===== config.mk =====
export PLATFORM = sky130hd
export DESIGN_NAME = rc4_ram
export DESIGN_NICKNAME = d
export VERILOG_FILES = /design/src/design/rc4_ram.sv
export SDC_FILE = /design/constraint.sdc
export NUM_CORES = 2
export LEC_CHECK = 0
export BUFFER_PORTS_ARGS = -buffer_cell sky130_fd_sc_hd__buf_2
export CAP_MARGIN = 10
export CELL_PAD_IN_SITES_DETAIL_PLACEMENT = 0
export CELL_PAD_IN_SITES_GLOBAL_PLACEMENT = 2
export CORE_MARGIN = 2
export CORE_UTILIZATION = 46
export CTS_CLUSTER_DIAMETER = 30
export DETAILED_ROUTE_END_ITERATION = 7
export GPL_TIMING_DRIVEN = 0
export PLACE_DENSITY = 0.71
export SLEW_MARGIN = 20
export SYNTH_ARGS = -nofsm -noshare
export SYNTH_HDL_FRONTEND = slang
export SYNTH_SLANG_ARGS = --single-unit

===== constraint.sdc =====
create_clock -name clk -period 3.4 [get_ports clk]
set_clock_uncertainty 0.2 [all_clocks]
set_input_delay 1.02 -clock clk [delete_from_list [all_inputs] [get_ports clk]]
set_output_delay 1.02 -clock clk [all_outputs]
set_load 0.05 [all_outputs]

===== src/design/rc4_ram.sv =====
// Simple dual-port RAM with one write port and one registered read port.
`timescale 1ns / 1ps
`default_nettype none
module rc4_ram #(
  parameter int DEPTH = 256,
  localparam int AW = (DEPTH > 1) ? $clog2(DEPTH) : 1
) (
  input  wire logic          clk,
  input  wire logic          we,
  input  wire logic [AW-1:0] waddr,
  input  wire logic [7:0]    wdata,
  input  wire logic [AW-1:0] raddr,
  output logic      [7:0]    rdata
);

  logic [7:0] mem [DEPTH];

  // Read returns the old contents when the same address is written.
  always_ff @(posedge clk) begin
    if (we) begin
      mem[waddr] <= wdata;
    end
    rdata <= mem[raddr];
  end

endmodule
`default_nettype wire


After elaboration in Yosys (flattened, before gate mapping)
Memories as Yosys holds them, arrays and structs flattened. A register that Yosys moved wholly into a read port is not among the register bits.
Cells that the tools add are included.
Cells by class
  mux-type cells: 2
Operator list (count)
  1-bit two-way mux: 2
Storage, ports and cells
  memories kept: 1
  bits of input ports: 26
  output and inout bits: 8
  bits in registers: 0
  word-level logic and storage cells: 3
  RAM bits: 2048
Memory list
  mem: words 256, width 8, read ports 1, clocked after Yosys merged registers in 1, wr ports 1, line 16  | logic [7:0] mem [DEPTH];

Longest topological paths before layout
  depth after elaboration: 2
  depth in mapped cells: 11
  gate-level depth less buffers: 6

Worst setup path before layout
OpenSTA, ideal clock, no wires.
  kind: in2reg
  from: input raddr[0]
  to: register rdata[2], read port of mem
  required time: 3.069 ns
  setup slack: 0.242 ns
  arrival: 2.827 ns
  path buffers: 4
  setup time: 0.131 ns
  cell stages on the path: 9
  cell sequence: buf_6 > buf_12 > buf_8 > buf_2 > mux4_2 > a22oi_1 > a21oi_1 > nor4_1 > nor4_2
RTL lines
  start: declaration: line 12  | input wire logic [AW-1:0] raddr,
  end: declaration: line 13  | output logic [7:0] rdata

Final worst setup path
  from: input waddr[1]
  to: memory mem[102][3] (enable)
RTL lines
  start: declaration: line 10  | input wire logic [AW-1:0] waddr,
  end: declaration: line 16
No word-level cell before the write port.

==> reports/metrics.csv <==
stage,metric,value,unit
outcome,status,finished with violations,
outcome,violations,negative setup slack,
setup_path,critPathKind,input pin to flop,
clocking,cts-root-buf,clkbuf_16,
routing,drtIter0Drc,5972,
hold_path,min_to,mem[161][5],
clocking,path_clk_slew,0.05,ns
logic_synthesis,synth_area,79600,um2
finish,syn_to_final_growth,25.5,%
routing,first_pass_iters,6,
power_and_ir_drop,p_total,74.3,mW
global_routing,grt_use_met3,0.0716,
global_routing,grt-ovfl-total,0,
logic_synthesis,syn_nets,3759,
setup_path,crit_top_cell,clkbuf_1,
finish,instances_no_fill,6908,
setup_path,reg2reg_slack,0.57,ns
setup_path,timing.critical_path.from_type,input pin,
global_routing,antenna_found_initial,18,
setup_path,slowest_stage,nor2_1,
logic_synthesis,postSynthCellCount,3733,
hold_path,hold_path.class,input pin to flop,
clocking,htree_levels,5,
clocking,clock-sinks,2056,
routing,drcViolationCount,0,
clocking,cts_made_buffers,438,
place,io_buffers,26,
power_and_ir_drop,ir_worst_vdd,0.000618,V
logic_synthesis,synth-async-reset-ratio,0,
hold_path,hp-start,wdata[5],
floorplanning,coreArea,172000,um2
logic_synthesis,synth_seq_cells,2056,
global_routing,global_route.usage.met1,0.403,
routing,antenna_left,0,
global_routing,grt_max_degree,134,
routing,via_per_inst,6.24,
sta,setup_viol,220,
routing,wl_per_cell,37.1,um
routing,vias,43100,
finish,drive_gt1_frac,0.348,
hold_path,hold_depth,1,
setup_path,regToRegStartpoint,mem[77][7],
sta,setup_tns,-17.32,ns
power_and_ir_drop,powerDensity,744,nW/um2
sta,worst_slack,-0.230,ns
setup_path,path_delay_family,buffers and inverters,
clocking,cts_tree,yes,
setup_path,cp_max_fo,10,
setup_path,cp.arrival,3.98,ns
floorplanning,die_w,420,um
logic_synthesis,synth_ff_type,edfxtp_1,
setup_path,worst_setup_path_end_kind,flop,
sta,fin_crit_sh,1.07,
setup_path,timing.rr.end,rdata[7],
sta,timing.slew.headroom,0.225,
logic_synthesis,yosysSeqAreaShare,0.775,
global_routing,grt.busiest_layer,met2,
global_routing,grtUsageMet2,0.450,
place,placedCellCount,6102,
floorplanning,io-pin-count,34,
setup_path,worst_path_largest_cell_delay,0.86,ns
setup_path,crit_chain,clkbuf_1 > nor2b_1 > clkbuf_1 > nand3_1 > clkbuf_2 > nor2_1,
setup_path,ff2ff_path_depth,6,
sta,period_needed,3.63,ns
place,dp_hpwl,168000,um
logic_synthesis,yosys_warnings,0,
logic_synthesis,synth_cell_types,55,
clocking,cts_buffer_depth,4,
finish,final_nets,4262,
routing,routed_wl,256000,um
setup_path,cp.required,3.75,ns
logic_synthesis,syn_avg_cell_area,21.3,um2
clocking,clkLatencyLatePin,0.97,ns
logic_synthesis,synth_edf_count,2048,
finish,fillers,12400,
sta,hold_violations,0,
finish,utilization,0.582,
global_routing,grt_pass1_vias,42600,
sta,maxSlewViolCount,0,
floorplanning,die_area,176000,um2
sta,fmax,275,MHz
setup_path,cp_num_buf_inv,3,
sta,worst-slew-pin-transition,1.16,ns
flow_run,max_cap_violations,0,
global_routing,grt_first_pass_wirelength,348000,um
floorplanning,rows,152,
global_routing,grt_usage,0.293,
sta,rsz0062_at_grt,true,
place,place_congestion,0.912,
clocking,cts_hold_buf,0,
floorplanning,die_height,420,um
power_and_ir_drop,p_leak,32.1,nW
floorplanning,start_util,0.463,
==> repair_timing <==
action	in CTS	in global routing
endpoints found under the setup margin	618	653
resized for setup	250	95
pin swaps	8	2
setup buffers	4	3
==> area by class of cell <==
type                       instances  area [um2]  share of cell area
sequential                      2056       61700               0.617
multi-input combinational       1442       17500               0.175
clock buffer                     490       11400               0.114
clock inverter                   306        3600              0.0361
tap                             2310        2890              0.0289
buffer                           230        1720              0.0172
timing repair buffer              66        1070              0.0107
antenna                            6        15.0            0.000150
inverter                           2        7.51           0.0000752
==> layout by cell type (no fill, tap or decap), types with 20 or more instances in the layout <==
cell and instances:
clkinv_2 60, nand3_1 34, buf_4 51, nor2_2 89
buf_2 46, buf_16 27, bufinv_16 70, buf_6 28
a22oi_1 130, mux4_2 454, edfxtp_1 2048, a21oi_1 82
inv_6 20, clkinv_1 64, clkbuf_16 447, clkbuf_1 78
o22ai_1 27, clkbuf_2 45, o221ai_1 39, clkbuf_4 20
nor2_1 174, mux2i_1 134, nor2b_1 30, clkinvlp_4 55
clkinv_4 29, nand2_1 33
==> report_power, final <==
group | internal [mW] | switching [mW]
clock network | 29.2 | 13.7
registers | 28.0 | 0.0154
logic | 1.03 | 2.30
==> per-stage QoR <==
step,setup slack (ns),hold slack [ns],area [um2]
after CTS,-0.175,0.0934,99500
after global routing,-0.228,0.118,99900
after floorplan,0.242,0.570,79600
final,-0.230,0.141,99900
after detailed placement,-2.38,1.07,83600
after global placement,-3.28,1.24,82600
==> synth_stat cells, types with 2 or more instances <==
cell | number | area, um2
a2111oi_0 | 2 | 17.5
a2111oi_1 | 2 | 20.0
a211oi_1 | 16 | 120
a21oi_1 | 96 | 480
a221oi_1 | 13 | 114
a22o_1 | 8 | 70.1
a22oi_1 | 133 | 998
a311oi_1 | 2 | 17.5
a31oi_1 | 2 | 12.5
and2_1 | 6 | 37.5
and3b_1 | 2 | 17.5
buf_1 | 22 | 82.6
buf_12 | 8 | 160
buf_2 | 31 | 155
buf_4 | 27 | 203
buf_6 | 21 | 236
buf_8 | 13 | 195
clkbuf_1 | 111 | 417
dfxtp_1 | 8 | 160
edfxtp_1 | 2048 | 61500
mux2i_1 | 134 | 1340
mux4_1 | 2 | 52.6
mux4_2 | 454 | 10200
nand2_1 | 33 | 124
nand2b_1 | 8 | 50.1
nand3_1 | 34 | 170
nand3b_1 | 2 | 15.0
nand4_1 | 10 | 62.6
nor2_1 | 282 | 1060
nor2b_1 | 31 | 194
nor3_1 | 22 | 110
nor4_1 | 24 | 150
nor4_2 | 3 | 37.5
o211ai_1 | 10 | 75.1
o21ai_0 | 10 | 50.1
o21ai_1 | 2 | 10.0
o221ai_1 | 46 | 403
o22a_1 | 5 | 43.8
o22ai_1 | 28 | 175
o32ai_1 | 4 | 35.0
or2_2 | 4 | 25.0
==> worst register-to-register path, stage by stage (launching register included) <==
cell,delay [ns]
edfxtp_1,0.37
mux4_2,0.46
nor2b_1,0.14
a211oi_1,0.54
nor3_1,0.17
nor4_4,0.63
nor4_2,0.17
==> flip-flops by register name, indices dropped and copies added, names as in the netlist <==
| name | cells |
|---|---|
| mem | 2048 |
| rdata | 8 |
==> cell families (layout without fill, tap and decap cells) <==
logic type | Yosys count | count (layout) | synth area share
flops | 2056 | 2056 | 0.775
mux | 591 | 591 | 0.146
simple gates | 466 | 466 | 0.0263
compound gates | 385 | 385 | 0.0342
buf+inv | 235 | 1094 | 0.0183
other cells | 0 | 6 | 0
==> worst max-delay path by stage <==
| stage | startpoint | end | slack [ns] | cells after the start |
|---|---|---|---|---|
| after floorplan | raddr[0] | rdata[2] | 0.24 | 9 |
| after global placement | raddr[4] | rdata[0] | -3.28 | 8 |
| after detailed placement | raddr[3] | rdata[3] | -2.38 | 9 |
| after CTS | waddr[0] | mem[73][2] | -0.17 | 6 |
| final | waddr[1] | mem[102][3] | -0.23 | 6 |
| after global routing | waddr[2] | mem[118][5] | -0.23 | 6 |
==> layer usage <==
layer / wire length (um) / share of wire
met1: 99700 / 0.39
met2: 119000 / 0.47
met3: 26200 / 0.10
met4: 11000 / 0.043
met5: 27 / 0.00011
Note: power is estimated with default switching activity, not from simulation.
