[config.mk]
export PLATFORM = sky130hd
export DESIGN_NAME = rc4_seq_flat
export DESIGN_NICKNAME = d
export VERILOG_FILES = /design/src/design/rc4_pkg.sv /design/src/design/rc4_if.sv /design/src/design/rc4_seq.sv /design/src/flat_wrapper.sv
export SDC_FILE = /design/constraint.sdc
export NUM_CORES = 1
export LEC_CHECK = 0
export ABC_AREA = 1
export BUFFER_PORTS_ARGS = -buffer_cell sky130_fd_sc_hd__buf_4
export CAP_MARGIN = 20
export CELL_PAD_IN_SITES_DETAIL_PLACEMENT = 1
export CELL_PAD_IN_SITES_GLOBAL_PLACEMENT = 1
export CORE_UTILIZATION = 39
export DETAILED_ROUTE_END_ITERATION = 12
export GPL_ROUTABILITY_DRIVEN = 0
export HOLD_SLACK_MARGIN = 0.02
export PLACE_DENSITY_LB_ADDON = 0.1
export SLEW_MARGIN = 20
export SYNTH_ARGS = -nofsm -noshare
export SYNTH_HDL_FRONTEND = slang
export SYNTH_SLANG_ARGS = --single-unit
export TNS_END_PERCENT = 20
[constraint.sdc]
create_clock -name clk -period 3.4 [get_ports clk]
set_input_delay 0.34 -clock clk [delete_from_list [all_inputs] [get_ports clk]]
set_output_delay 0.34 -clock clk [all_outputs]
set_load 0.01 [all_outputs]
[src/design/rc4_pkg.sv]
// Package with shared types and constants for the RC4 stream cipher core.
`timescale 1ns / 1ps
`default_nettype none
package rc4_pkg;

  // Permutation size and default key store depth.
  localparam int PERM_SIZE           = 256;
  localparam int MAX_KEY_BYTES_DEF   = 256;

  // Operation codes carried on the input channel.
  localparam logic OP_KEY  = 1'b0;
  localparam logic OP_DATA = 1'b1;

  // Sequencer states.
  typedef enum logic [3:0] {
    ST_IDLE,
    ST_FILL,
    ST_K_RDN,
    ST_K_RDJ,
    ST_K_WRN,
    ST_K_WRJ,
    ST_G_RDI,
    ST_G_RDJ,
    ST_G_WRI,
    ST_G_WRJ,
    ST_G_KS,
    ST_DONE
  } state_t;

  // Request from the sequencer to the permutation memory.
  typedef struct packed {
    logic       we;
    logic [7:0] waddr;
    logic [7:0] wdata;
    logic [7:0] raddr;
  } perm_req_t;

endpackage
`default_nettype wire

[src/design/rc4_if.sv]
// Valid/ready channel interfaces for the RC4 input and result beats.
`timescale 1ns / 1ps
`default_nettype none
interface rc4_in_if;
  logic       valid;
  logic       ready;
  logic       operation;
  logic [7:0] byte_in;
  logic       key_last;

  modport source (output valid, operation, byte_in, key_last, input ready);
  modport sink   (input valid, operation, byte_in, key_last, output ready);
endinterface

interface rc4_out_if;
  logic       valid;
  logic       ready;
  logic [7:0] byte_out;
  logic       no_key;

  modport source (output valid, byte_out, no_key, input ready);
  modport sink   (input valid, byte_out, no_key, output ready);
endinterface
`default_nettype wire

[src/design/rc4_seq.sv]
// Sequencer for key loading, key scheduling and keystream generation.
`timescale 1ns / 1ps
`default_nettype none
module rc4_seq #(
  parameter int MAX_KEY_BYTES = rc4_pkg::MAX_KEY_BYTES_DEF,
  localparam int KAW = (MAX_KEY_BYTES > 1) ? $clog2(MAX_KEY_BYTES) : 1,
  localparam int KCW = $clog2(MAX_KEY_BYTES + 1)
) (
  input  wire logic           clk,
  input  wire logic           rst,
  rc4_in_if.sink              in_ch,
  rc4_out_if.source           out_ch,
  output rc4_pkg::perm_req_t  perm_req,
  input  wire logic [7:0]     perm_rdata,
  output logic                key_we,
  output logic      [KAW-1:0] key_waddr,
  output logic      [7:0]     key_wdata,
  output logic      [KAW-1:0] key_raddr,
  input  wire logic [7:0]     key_rdata
);
  import rc4_pkg::*;

  state_t         state;
  state_t         state_next;
  logic [7:0]     n;
  logic [7:0]     idx_i;
  logic [7:0]     idx_j;
  logic [7:0]     si;
  logic [7:0]     sj;
  logic [KAW-1:0] kidx;
  logic [KCW-1:0] klen;
  logic [KCW-1:0] key_count;
  logic           key_ready;
  logic [7:0]     data_byte;
  logic           nokey_flag;
  logic [7:0]     res_byte;
  logic           bypass;
  logic           ov;
  logic [7:0]     ob;
  logic           onk;

  logic           in_acc;
  logic           key_room;
  logic           out_load;
  logic [7:0]     add_a;
  logic [7:0]     add_b;
  logic [7:0]     add_c;
  logic [7:0]     add_sum;

  assign in_acc   = in_ch.valid && in_ch.ready;
  assign key_room = key_count < KCW'(MAX_KEY_BYTES);
  assign out_load = (state == ST_DONE) && (!ov || out_ch.ready);

  // Shared byte adder used for j updates and the keystream index.
  assign add_sum = add_a + add_b + add_c;

  assign out_ch.valid    = ov;
  assign out_ch.byte_out = ob;
  assign out_ch.no_key   = onk;

  // Next state.
  always_comb begin
    state_next = state;
    case (state)
      ST_IDLE: begin
        if (in_acc) begin
          if (in_ch.operation == OP_DATA) begin
            state_next = key_ready ? ST_G_RDI : ST_DONE;
          end else if (in_ch.key_last) begin
            state_next = ST_FILL;
          end
        end
      end
      ST_FILL:  state_next = (n == 8'hFF) ? ST_K_RDN : ST_FILL;
      ST_K_RDN: state_next = ST_K_RDJ;
      ST_K_RDJ: state_next = ST_K_WRN;
      ST_K_WRN: state_next = ST_K_WRJ;
      ST_K_WRJ: state_next = (n == 8'hFF) ? ST_IDLE : ST_K_RDN;
      ST_G_RDI: state_next = ST_G_RDJ;
      ST_G_RDJ: state_next = ST_G_WRI;
      ST_G_WRI: state_next = ST_G_WRJ;
      ST_G_WRJ: state_next = ST_G_KS;
      ST_G_KS:  state_next = ST_DONE;
      ST_DONE:  state_next = out_load ? ST_IDLE : ST_DONE;
      default:  state_next = ST_IDLE;
    endcase
  end

  // Memory requests, adder operands and input ready.
  always_comb begin
    in_ch.ready = 1'b0;
    perm_req    = '0;
    add_a       = 8'd0;
    add_b       = 8'd0;
    add_c       = 8'd0;
    key_we      = 1'b0;
    key_waddr   = key_count[KAW-1:0];
    key_wdata   = in_ch.byte_in;
    key_raddr   = kidx;
    case (state)
      ST_IDLE: begin
        in_ch.ready = 1'b1;
        key_we      = in_ch.valid && (in_ch.operation == OP_KEY) && key_room;
      end
      ST_FILL: begin
        perm_req.we    = 1'b1;
        perm_req.waddr = n;
        perm_req.wdata = n;
      end
      ST_K_RDN: perm_req.raddr = n;
      ST_K_RDJ: begin
        add_a          = idx_j;
        add_b          = perm_rdata;
        add_c          = key_rdata;
        perm_req.raddr = add_sum;
      end
      ST_K_WRN: begin
        perm_req.we    = 1'b1;
        perm_req.waddr = n;
        perm_req.wdata = perm_rdata;
      end
      ST_K_WRJ: begin
        perm_req.we    = 1'b1;
        perm_req.waddr = idx_j;
        perm_req.wdata = si;
      end
      ST_G_RDI: perm_req.raddr = idx_i;
      ST_G_RDJ: begin
        add_a          = idx_j;
        add_b          = perm_rdata;
        perm_req.raddr = add_sum;
      end
      ST_G_WRI: begin
        perm_req.we    = 1'b1;
        perm_req.waddr = idx_i;
        perm_req.wdata = perm_rdata;
      end
      ST_G_WRJ: begin
        perm_req.we    = 1'b1;
        perm_req.waddr = idx_j;
        perm_req.wdata = si;
        add_a          = si;
        add_b          = sj;
        perm_req.raddr = add_sum;
      end
      ST_G_KS: ;
      ST_DONE: ;
      default: ;
    endcase
  end

  // State register.
  always_ff @(posedge clk) begin
    if (rst) begin
      state <= ST_IDLE;
    end else begin
      state <= state_next;
    end
  end

  // Control registers: key bookkeeping, indices and output valid.
  always_ff @(posedge clk) begin
    if (rst) begin
      key_count <= '0;
      key_ready <= 1'b0;
      idx_i     <= 8'd0;
      idx_j     <= 8'd0;
      ov        <= 1'b0;
    end else begin
      case (state)
        ST_IDLE: begin
          if (in_acc) begin
            if (in_ch.operation == OP_KEY) begin
              if (in_ch.key_last) begin
                key_count <= '0;
                idx_j     <= 8'd0;
              end else if (key_room) begin
                key_count <= key_count + KCW'(1);
              end
            end else if (key_ready) begin
              idx_i <= idx_i + 8'd1;
            end
          end
        end
        ST_K_RDJ: idx_j <= add_sum;
        ST_K_WRJ: begin
          if (n == 8'hFF) begin
            idx_i     <= 8'd0;
            idx_j     <= 8'd0;
            key_ready <= 1'b1;
          end
        end
        ST_G_RDJ: idx_j <= add_sum;
        default: ;
      endcase
      if (out_load) begin
        ov <= 1'b1;
      end else if (out_ch.ready) begin
        ov <= 1'b0;
      end
    end
  end

  // Datapath registers.
  always_ff @(posedge clk) begin
    case (state)
      ST_IDLE: begin
        if (in_acc) begin
          if (in_ch.operation == OP_KEY) begin
            n    <= 8'd0;
            kidx <= '0;
            klen <= key_room ? key_count + KCW'(1) : key_count;
          end else begin
            data_byte  <= in_ch.byte_in;
            res_byte   <= in_ch.byte_in;
            nokey_flag <= !key_ready;
          end
        end
      end
      ST_FILL:  n  <= n + 8'd1;
      ST_K_RDJ: si <= perm_rdata;
      ST_K_WRJ: begin
        n <= n + 8'd1;
        if (KCW'(kidx) + KCW'(1) == klen) begin
          kidx <= '0;
        end else begin
          kidx <= kidx + KAW'(1);
        end
      end
      ST_G_RDJ: si     <= perm_rdata;
      ST_G_WRI: sj     <= perm_rdata;
      ST_G_WRJ: bypass <= (add_sum == idx_j);
      ST_G_KS:  res_byte <= data_byte ^ (bypass ? si : perm_rdata);
      default: ;
    endcase
    if (out_load) begin
      ob  <= res_byte;
      onk <= nokey_flag;
    end
  end

  // A data beat without a scheduled key goes straight to the result slot.
  a_nokey_path: assert property (@(posedge clk) disable iff (rst)
    (in_acc && in_ch.operation == OP_DATA && !key_ready) |=> (state == ST_DONE))
    else $error("data beat without key did not go to result");

  // The key counter never passes the store depth.
  a_count_bound: assert property (@(posedge clk) disable iff (rst)
    key_count <= KCW'(MAX_KEY_BYTES))
    else $error("key count beyond store depth");

  // The schedule always runs with a nonzero key length.
  a_klen_nonzero: assert property (@(posedge clk) disable iff (rst)
    (state == ST_K_RDN) |-> (klen != '0))
    else $error("key schedule with zero key length");

  // The last swap step leaves a ready key with cleared indices.
  a_sched_end: assert property (@(posedge clk) disable iff (rst)
    (state == ST_K_WRJ && n == 8'hFF) |=>
      (key_ready && idx_i == 8'd0 && idx_j == 8'd0 && state == ST_IDLE))
    else $error("key schedule end state wrong");

endmodule
`default_nettype wire

[src/flat_wrapper.sv]
// flat-port wrapper written by rule: the top's interface ports become plain ports
module rc4_seq_flat import rc4_pkg::*;
#(
  parameter int MAX_KEY_BYTES = rc4_pkg::MAX_KEY_BYTES_DEF,
  localparam int KAW = (MAX_KEY_BYTES > 1) ? $clog2(MAX_KEY_BYTES) : 1,
  localparam int KCW = $clog2(MAX_KEY_BYTES + 1)
)
  (clk, rst, perm_req, perm_rdata, key_we, key_waddr, key_wdata, key_raddr, key_rdata, in_ch_valid, in_ch_operation, in_ch_byte_in, in_ch_key_last, in_ch_ready, out_ch_valid, out_ch_byte_out, out_ch_no_key, out_ch_ready);
  rc4_in_if in_ch_i ();
  rc4_out_if out_ch_i ();
  input  wire logic clk;
  input  wire logic rst;
  output rc4_pkg::perm_req_t perm_req;
  input  wire logic [7:0] perm_rdata;
  output logic key_we;
  output logic      [KAW-1:0] key_waddr;
  output logic      [7:0] key_wdata;
  output logic      [KAW-1:0] key_raddr;
  input  wire logic [7:0] key_rdata;
  input wire logic [$bits(in_ch_i.valid)-1:0] in_ch_valid;
  input wire logic [$bits(in_ch_i.operation)-1:0] in_ch_operation;
  input wire logic [$bits(in_ch_i.byte_in)-1:0] in_ch_byte_in;
  input wire logic [$bits(in_ch_i.key_last)-1:0] in_ch_key_last;
  output wire logic [$bits(in_ch_i.ready)-1:0] in_ch_ready;
  output wire logic [$bits(out_ch_i.valid)-1:0] out_ch_valid;
  output wire logic [$bits(out_ch_i.byte_out)-1:0] out_ch_byte_out;
  output wire logic [$bits(out_ch_i.no_key)-1:0] out_ch_no_key;
  input wire logic [$bits(out_ch_i.ready)-1:0] out_ch_ready;
  assign in_ch_i.valid = in_ch_valid;
  assign in_ch_i.operation = in_ch_operation;
  assign in_ch_i.byte_in = in_ch_byte_in;
  assign in_ch_i.key_last = in_ch_key_last;
  assign in_ch_ready = in_ch_i.ready;
  assign out_ch_valid = out_ch_i.valid;
  assign out_ch_byte_out = out_ch_i.byte_out;
  assign out_ch_no_key = out_ch_i.no_key;
  assign out_ch_i.ready = out_ch_ready;
  rc4_seq #(.MAX_KEY_BYTES(MAX_KEY_BYTES)) u_core (.clk(clk), .rst(rst), .in_ch(in_ch_i), .out_ch(out_ch_i), .perm_req(perm_req), .perm_rdata(perm_rdata), .key_we(key_we), .key_waddr(key_waddr), .key_wdata(key_wdata), .key_raddr(key_raddr), .key_rdata(key_rdata));
endmodule
**Yosys cells after proc, flatten, opt, wreduce, memory -nomap -nowiden**

Cells that the tools add are included.

- Add/subtract/negate cells: 7
- Order comparisons: 1
- Eq/ne operators: 21
- Multiplexer cells: 37
- Bitwise gates (word level): 2
- Reduce and logical (&&, ||, !) cells: 26

Operators with widths:

| operator | count |
|---|---|
| 2-to-1 mux 8 bit | 14 |
| one-hot mux 8 bit (2 select lines) | 6 |
| one-hot mux 17 bit (4 select lines) | 1 |
| one-hot mux 4 bit (12 select lines) | 1 |
| one-hot mux 8 bit (3 select lines) | 2 |
| adder 8 x 1 -> 8 bit, second input constant | 3 |
| 2-to-1 mux 4 bit | 5 |
| 2-to-1 mux 9 bit | 2 |
| adder 8 bit | 2 |
| == test 4 x 3 -> 1 bit, second input constant | 4 |
| == test 4 bit, second input constant | 4 |
| AND reduction 3 bit | 5 |
| AND reduction 5 bit | 2 |
| adder 8 x 1 -> 9 bit, second input constant | 1 |
| adder 9 x 1 -> 9 bit, second input constant | 1 |
| == test 9 bit | 1 |
| < comparator 9 bit, second input constant | 1 |
| == test 4 x 2 -> 1 bit, second input constant | 2 |
| == test 8 bit | 1 |
| == test 8 bit, second input constant | 1 |
| nonzero test 2 bit | 4 |
| XOR 8 bit | 1 |
| inequality test 2 x 1 -> 1 bit, second input constant | 3 |
| inequality test 2 bit, second input constant | 3 |
| 13 further kinds | 24 |

- Register bits: 99
- Output and inout port bits: 61
- Word-level logic and storage cells: 111

**Longest topological paths before layout**

- Word-level depth: 6
- Depth in mapped cells: 24
- Mapped depth without buffers: 23

**Worst setup path before layout**

Ideal clock, no wire load.

- Kind: register to output
- Start point: reg u_core.state[1]
- End point: out perm_req[6] (netlist name)
- Data arrival time: 3.067 ns
- Required time: 3.060 ns
- Setup slack: -0.007 ns
- Stages on the path, launching flop included: 17
- Path buffers: 1
- Cells stage by stage: dfxtp_1 -> nand2_2 -> nor2_4 -> buf_1 -> a32o_1 -> inv_1 -> fa_1 -> inv_1 -> ha_1 -> nand3_1 -> nand3_1 -> nand2_1 -> nand2_1 -> a21oi_1 -> xor2_1 -> nand2_1 -> o221ai_1

RTL lines:

| element | RTL line | text |
|---|---|---|
| from (decl) | rc4_seq.sv:23 | `state_t state;` |
| from (signal assigned) | rc4_seq.sv:157 | `state <= state_next;` |
| to (decl) | flat_wrapper.sv:13 | `output rc4_pkg::perm_req_t perm_req;` |

==> impl_metrics.env <==
export IMPL_status="finished, violations left"
export IMPL_failed_checks="negative setup slack"
export IMPL_grt_first_pass_wirelength_um=28480
export IMPL_start_util_pct=40.17
export IMPL_dp_hpwl_um=13610
export IMPL_ys_top_cells_by_count="151 x nand2_1, 108 x inv_1, 68 x edfxtp_1"
export IMPL_drive_gt1_share_pct=29.21
export IMPL_rows=44
export IMPL_drc=0
export IMPL_cp_startpoint="u_core.state[0]$_SDFFE_PP0P_"
export IMPL_ir_drop_mv=0.2803
export IMPL_synth_area_top_cells="edfxtp_1 35%, dfxtp_1 11%, nand2_1 9.7%, inv_1 6.9%, o21ai_0 3.2%"
export IMPL_tns_ns=-1.494
export IMPL_cts_tree="done"
export IMPL_core_um2=14590
export IMPL_syn_area_um2=5861
export IMPL_netlist_instances=689
export IMPL_slew_headroom_pct=41.75
export IMPL_syn_area_per_cell_um2=8.506
export IMPL_design_die_area_um2=15520
export IMPL_worstSkewPairLatency_ns=0.36
export IMPL_cts_sinks=99
export IMPL_cts_buffer_depth=2
export IMPL_critPathMaxStageDelay_ns=0.52
export IMPL_hp_class="in2reg"
export IMPL_fin_skew_ns=0.01086
export IMPL_die_y_um=124.6
export IMPL_hold_worst_slack_ns=0.1748
export IMPL_yosysUniqueCellTypes=45
export IMPL_rsz0062_at_grt="true"
export IMPL_cp_arrival_ns=3.32
export IMPL_ys_seq_area_share_pct=45.43
export IMPL_synthArstFlopShare_pct=0
export IMPL_antenna_cells=0
export IMPL_yosys_warnings=0
export IMPL_endpoint_kind="output pin"
export IMPL_yosysMostFrequentCell="nand2_1"
export IMPL_slew_viol_final=0
export IMPL_ant_nets=0
export IMPL_nFillCells=1740
export IMPL_cts_buffers=9
export IMPL_period_needed_ns=3.664
export IMPL_fmaxAchievable_mhz=272.9
export IMPL_r2r_start="u_core.state[0]$_SDFFE_PP0P_"
export IMPL_wire_per_inst_um=17.94
export IMPL_grt_use_total_pct=23.47
export IMPL_yosysTopAreaCell="edfxtp_1"
export IMPL_leakage_nw=3.075
export IMPL_worst_pin_slew_ns=0.8705
export IMPL_clk_pin_slew_ns=0.07
export IMPL_fin_nets=851
export IMPL_grt_max_degree=28
export IMPL_first_global_vias=5440
export IMPL_io_buffers=90
export IMPL_vias=5177
export IMPL_start_kind="flop"
export IMPL_synth_top_cell_area_share_pct=34.84
export IMPL_setup_viol=7
export IMPL_finalCritPeriodShare_pct=107.8
export IMPL_ys_flop_type="edfxtp_1"
export IMPL_synth_edf_count=68
export IMPL_cp_top_family="buffers and inverters"
export IMPL_synth_nets=737
export IMPL_p_per_area_nw_per_um2=624.0
export IMPL_grt_ovfl_total=0
export IMPL_max_cap_viol_count=0
export IMPL_crit_required_ns=3.06
export IMPL_crit_slowest_cell="fa_1"
export IMPL_ys_ff_latch=99
export IMPL_finalHoldViolations=0
export IMPL_syn2layout_area_growth_pct=26.39
export IMPL_vias_per_cell=5.219
export IMPL_antenna_found_initial=0
export IMPL_drt_wl_total_um=17800
export IMPL_htreeDepth=3
export IMPL_firstDrtPassIters=7
export IMPL_crit_path_max_fanout=5
export IMPL_fin_ws_ns=-0.2645
export IMPL_crit_chain="nand2_4 -> nor2_4 -> clkinvlp_4 -> buf_6 -> o21ai_1 -> inv_1 -> fa_1 -> inv_2 -> ha_4 -> buf_4 -> or2_2 -> nand2_2 -> inv_1 -> nand2_1 -> o221ai_2 -> buf_4"
export IMPL_cts_root_buf="clkbuf_16"
export IMPL_ios=91
export IMPL_min_from="perm_rdata[3]"
export IMPL_critPathBufInv=7
export IMPL_worstSetupPathType="reg2out"
export IMPL_dieWidth_um=124.6
export IMPL_drt_first_iter_violations=308
==> layout make-up <==
type	instances	area (µm²)	share of cell area, %
sequential	99	2673	36.08
multi-input combinational	445	2776	37.48
tap	184	230.2	3.108
clock buffer	9	225.2	3.041
timing repair buffer	127	960.9	12.97
inverter	119	452.9	6.115
timing repair inverter	2	15.01	0.2027
clock inverter	7	73.82	0.9966
==> where the power goes <==
part | internal (W) | switching (W) | leakage (nW)
sequential | 0.00155 | 0.000141 | 0.881
clock | 0.000575 | 0.000489 | 0.146
combinational | 0.000698 | 0.00117 | 2.05
==> stage by stage <==
step                setup slack (ns)  power (W)  utilization [%]  instances  cell area, µm²
global route                 -0.4456   0.004875            50.77        992            7407
floorplan                    0.05706   0.002723                -        689            5862
CTS                          -0.3132   0.004587            49.93        989            7284
detailed placement           -0.1436   0.003449            46.25        956            6748
finish                       -0.2645   0.004622            50.77        992            7407
global placement            -0.07690   0.003404            46.25        956            6748
==> layout by cell type (no fill, tap or decap), types with 5 or more instances in the layout <==
master     synthesis  layout
a21oi_1           34      30
a22oi_1            5       5
buf_4             16     125
clkbuf_16          0       9
dfxtp_1           31      27
edfxtp_1          68      68
fa_1               8       6
ha_1              10       6
inv_1            108      98
inv_2             10      18
nand2_1          151     145
nand2_2            9      11
nand3_1           25      22
nand3_2            4       7
nand4_1            7       7
nor2_1            48      47
nor2_4             6       6
nor3_1            13      12
o21ai_0           38      28
o21ai_1            1       8
o221ai_1          19      16
or2_2              6       5
xnor2_1           17      17
xor2_1            15      14
==> worst paths after layout <==
path | slack, ns | end | cells after the start
setup / recovery | -0.26 | perm_req[4] | 16
hold / removal | 0.17 | u_core.si[3]$_DFFE_PP_ | 1
setup reg to reg | -0.16 | u_core.bypass$_DFFE_PN_ | 23
hold reg to reg | 0.42 | u_core.out_ch.byte_out[1]$_DFFE_PP_ | 0
==> cells by family (layout without fill, tap and decap cells) <==
| kind of cell | Yosys count | after routing | synth area share [%] |
|---|---|---|---|
| AOI/OAI and AO/OA | 110 | 110 | 11.53 |
| buffers and inverters | 145 | 264 | 10.38 |
| adders and majority gates | 18 | 18 | 4.868 |
| xor gates and xnor gates | 33 | 33 | 5.167 |
| and+or+nand+nor | 284 | 284 | 22.63 |
| DFF | 99 | 99 | 45.43 |
==> worst reg2reg max path, cell delays in order (launching register included) <==
cell and delay [ns]:
dfxtp_4 0.37, nand2_4 0.07, nor2_4 0.16, clkinvlp_4 0.21
buf_6 0.17, o21ai_1 0.13, inv_1 0.07, fa_1 0.52
inv_2 0.05, ha_4 0.24, buf_4 0.14, nand2_1 0.07
nor3_2 0.04, nor2_2 0.17, inv_2 0.07, buf_4 0.13
buf_4 0.12, buf_4 0.12, buf_4 0.12, buf_4 0.12
nand2_1 0.06, nand3_1 0.06, nand3_1 0.08, nor2_1 0.04
==> registers in the layout, summed over array words and instances (netlist names) <==
name and cells:
u_core.out_ch.byte_out 8, u_core.out_ch.valid 1, u_core.res_byte 8, u_core.nokey_flag 1
u_core.klen 9, u_core.si 8, u_core.idx_i 8, u_core.idx_j 8
u_core.bypass 1, u_core.n 8, u_core.data_byte 8, u_core.state 4
u_core.key_count 9, u_core.sj 8, u_core.out_ch.no_key 1, u_core.key_raddr 8
u_core.key_ready 1
==> metal layers <==
layer	track usage (%)	vias up	wire (µm)
met5	0	-	0
li1	-	2491	-
met2	38.25	135	8371
met4	8.150	0	375
met3	3.436	28	727
met1	31.74	2523	8326
==> what timing repair did <==
item / 4_1_cts / 5_1_grt
hold buffers: 0 / 0
endpoints found under the setup margin: 7 / 8
pin swaps: 8 / 20
gates resized for setup: 39 / 28
cloned: 1 / 1
buffers inserted: 16 / 2
Power figures use the tool's default switching activity.
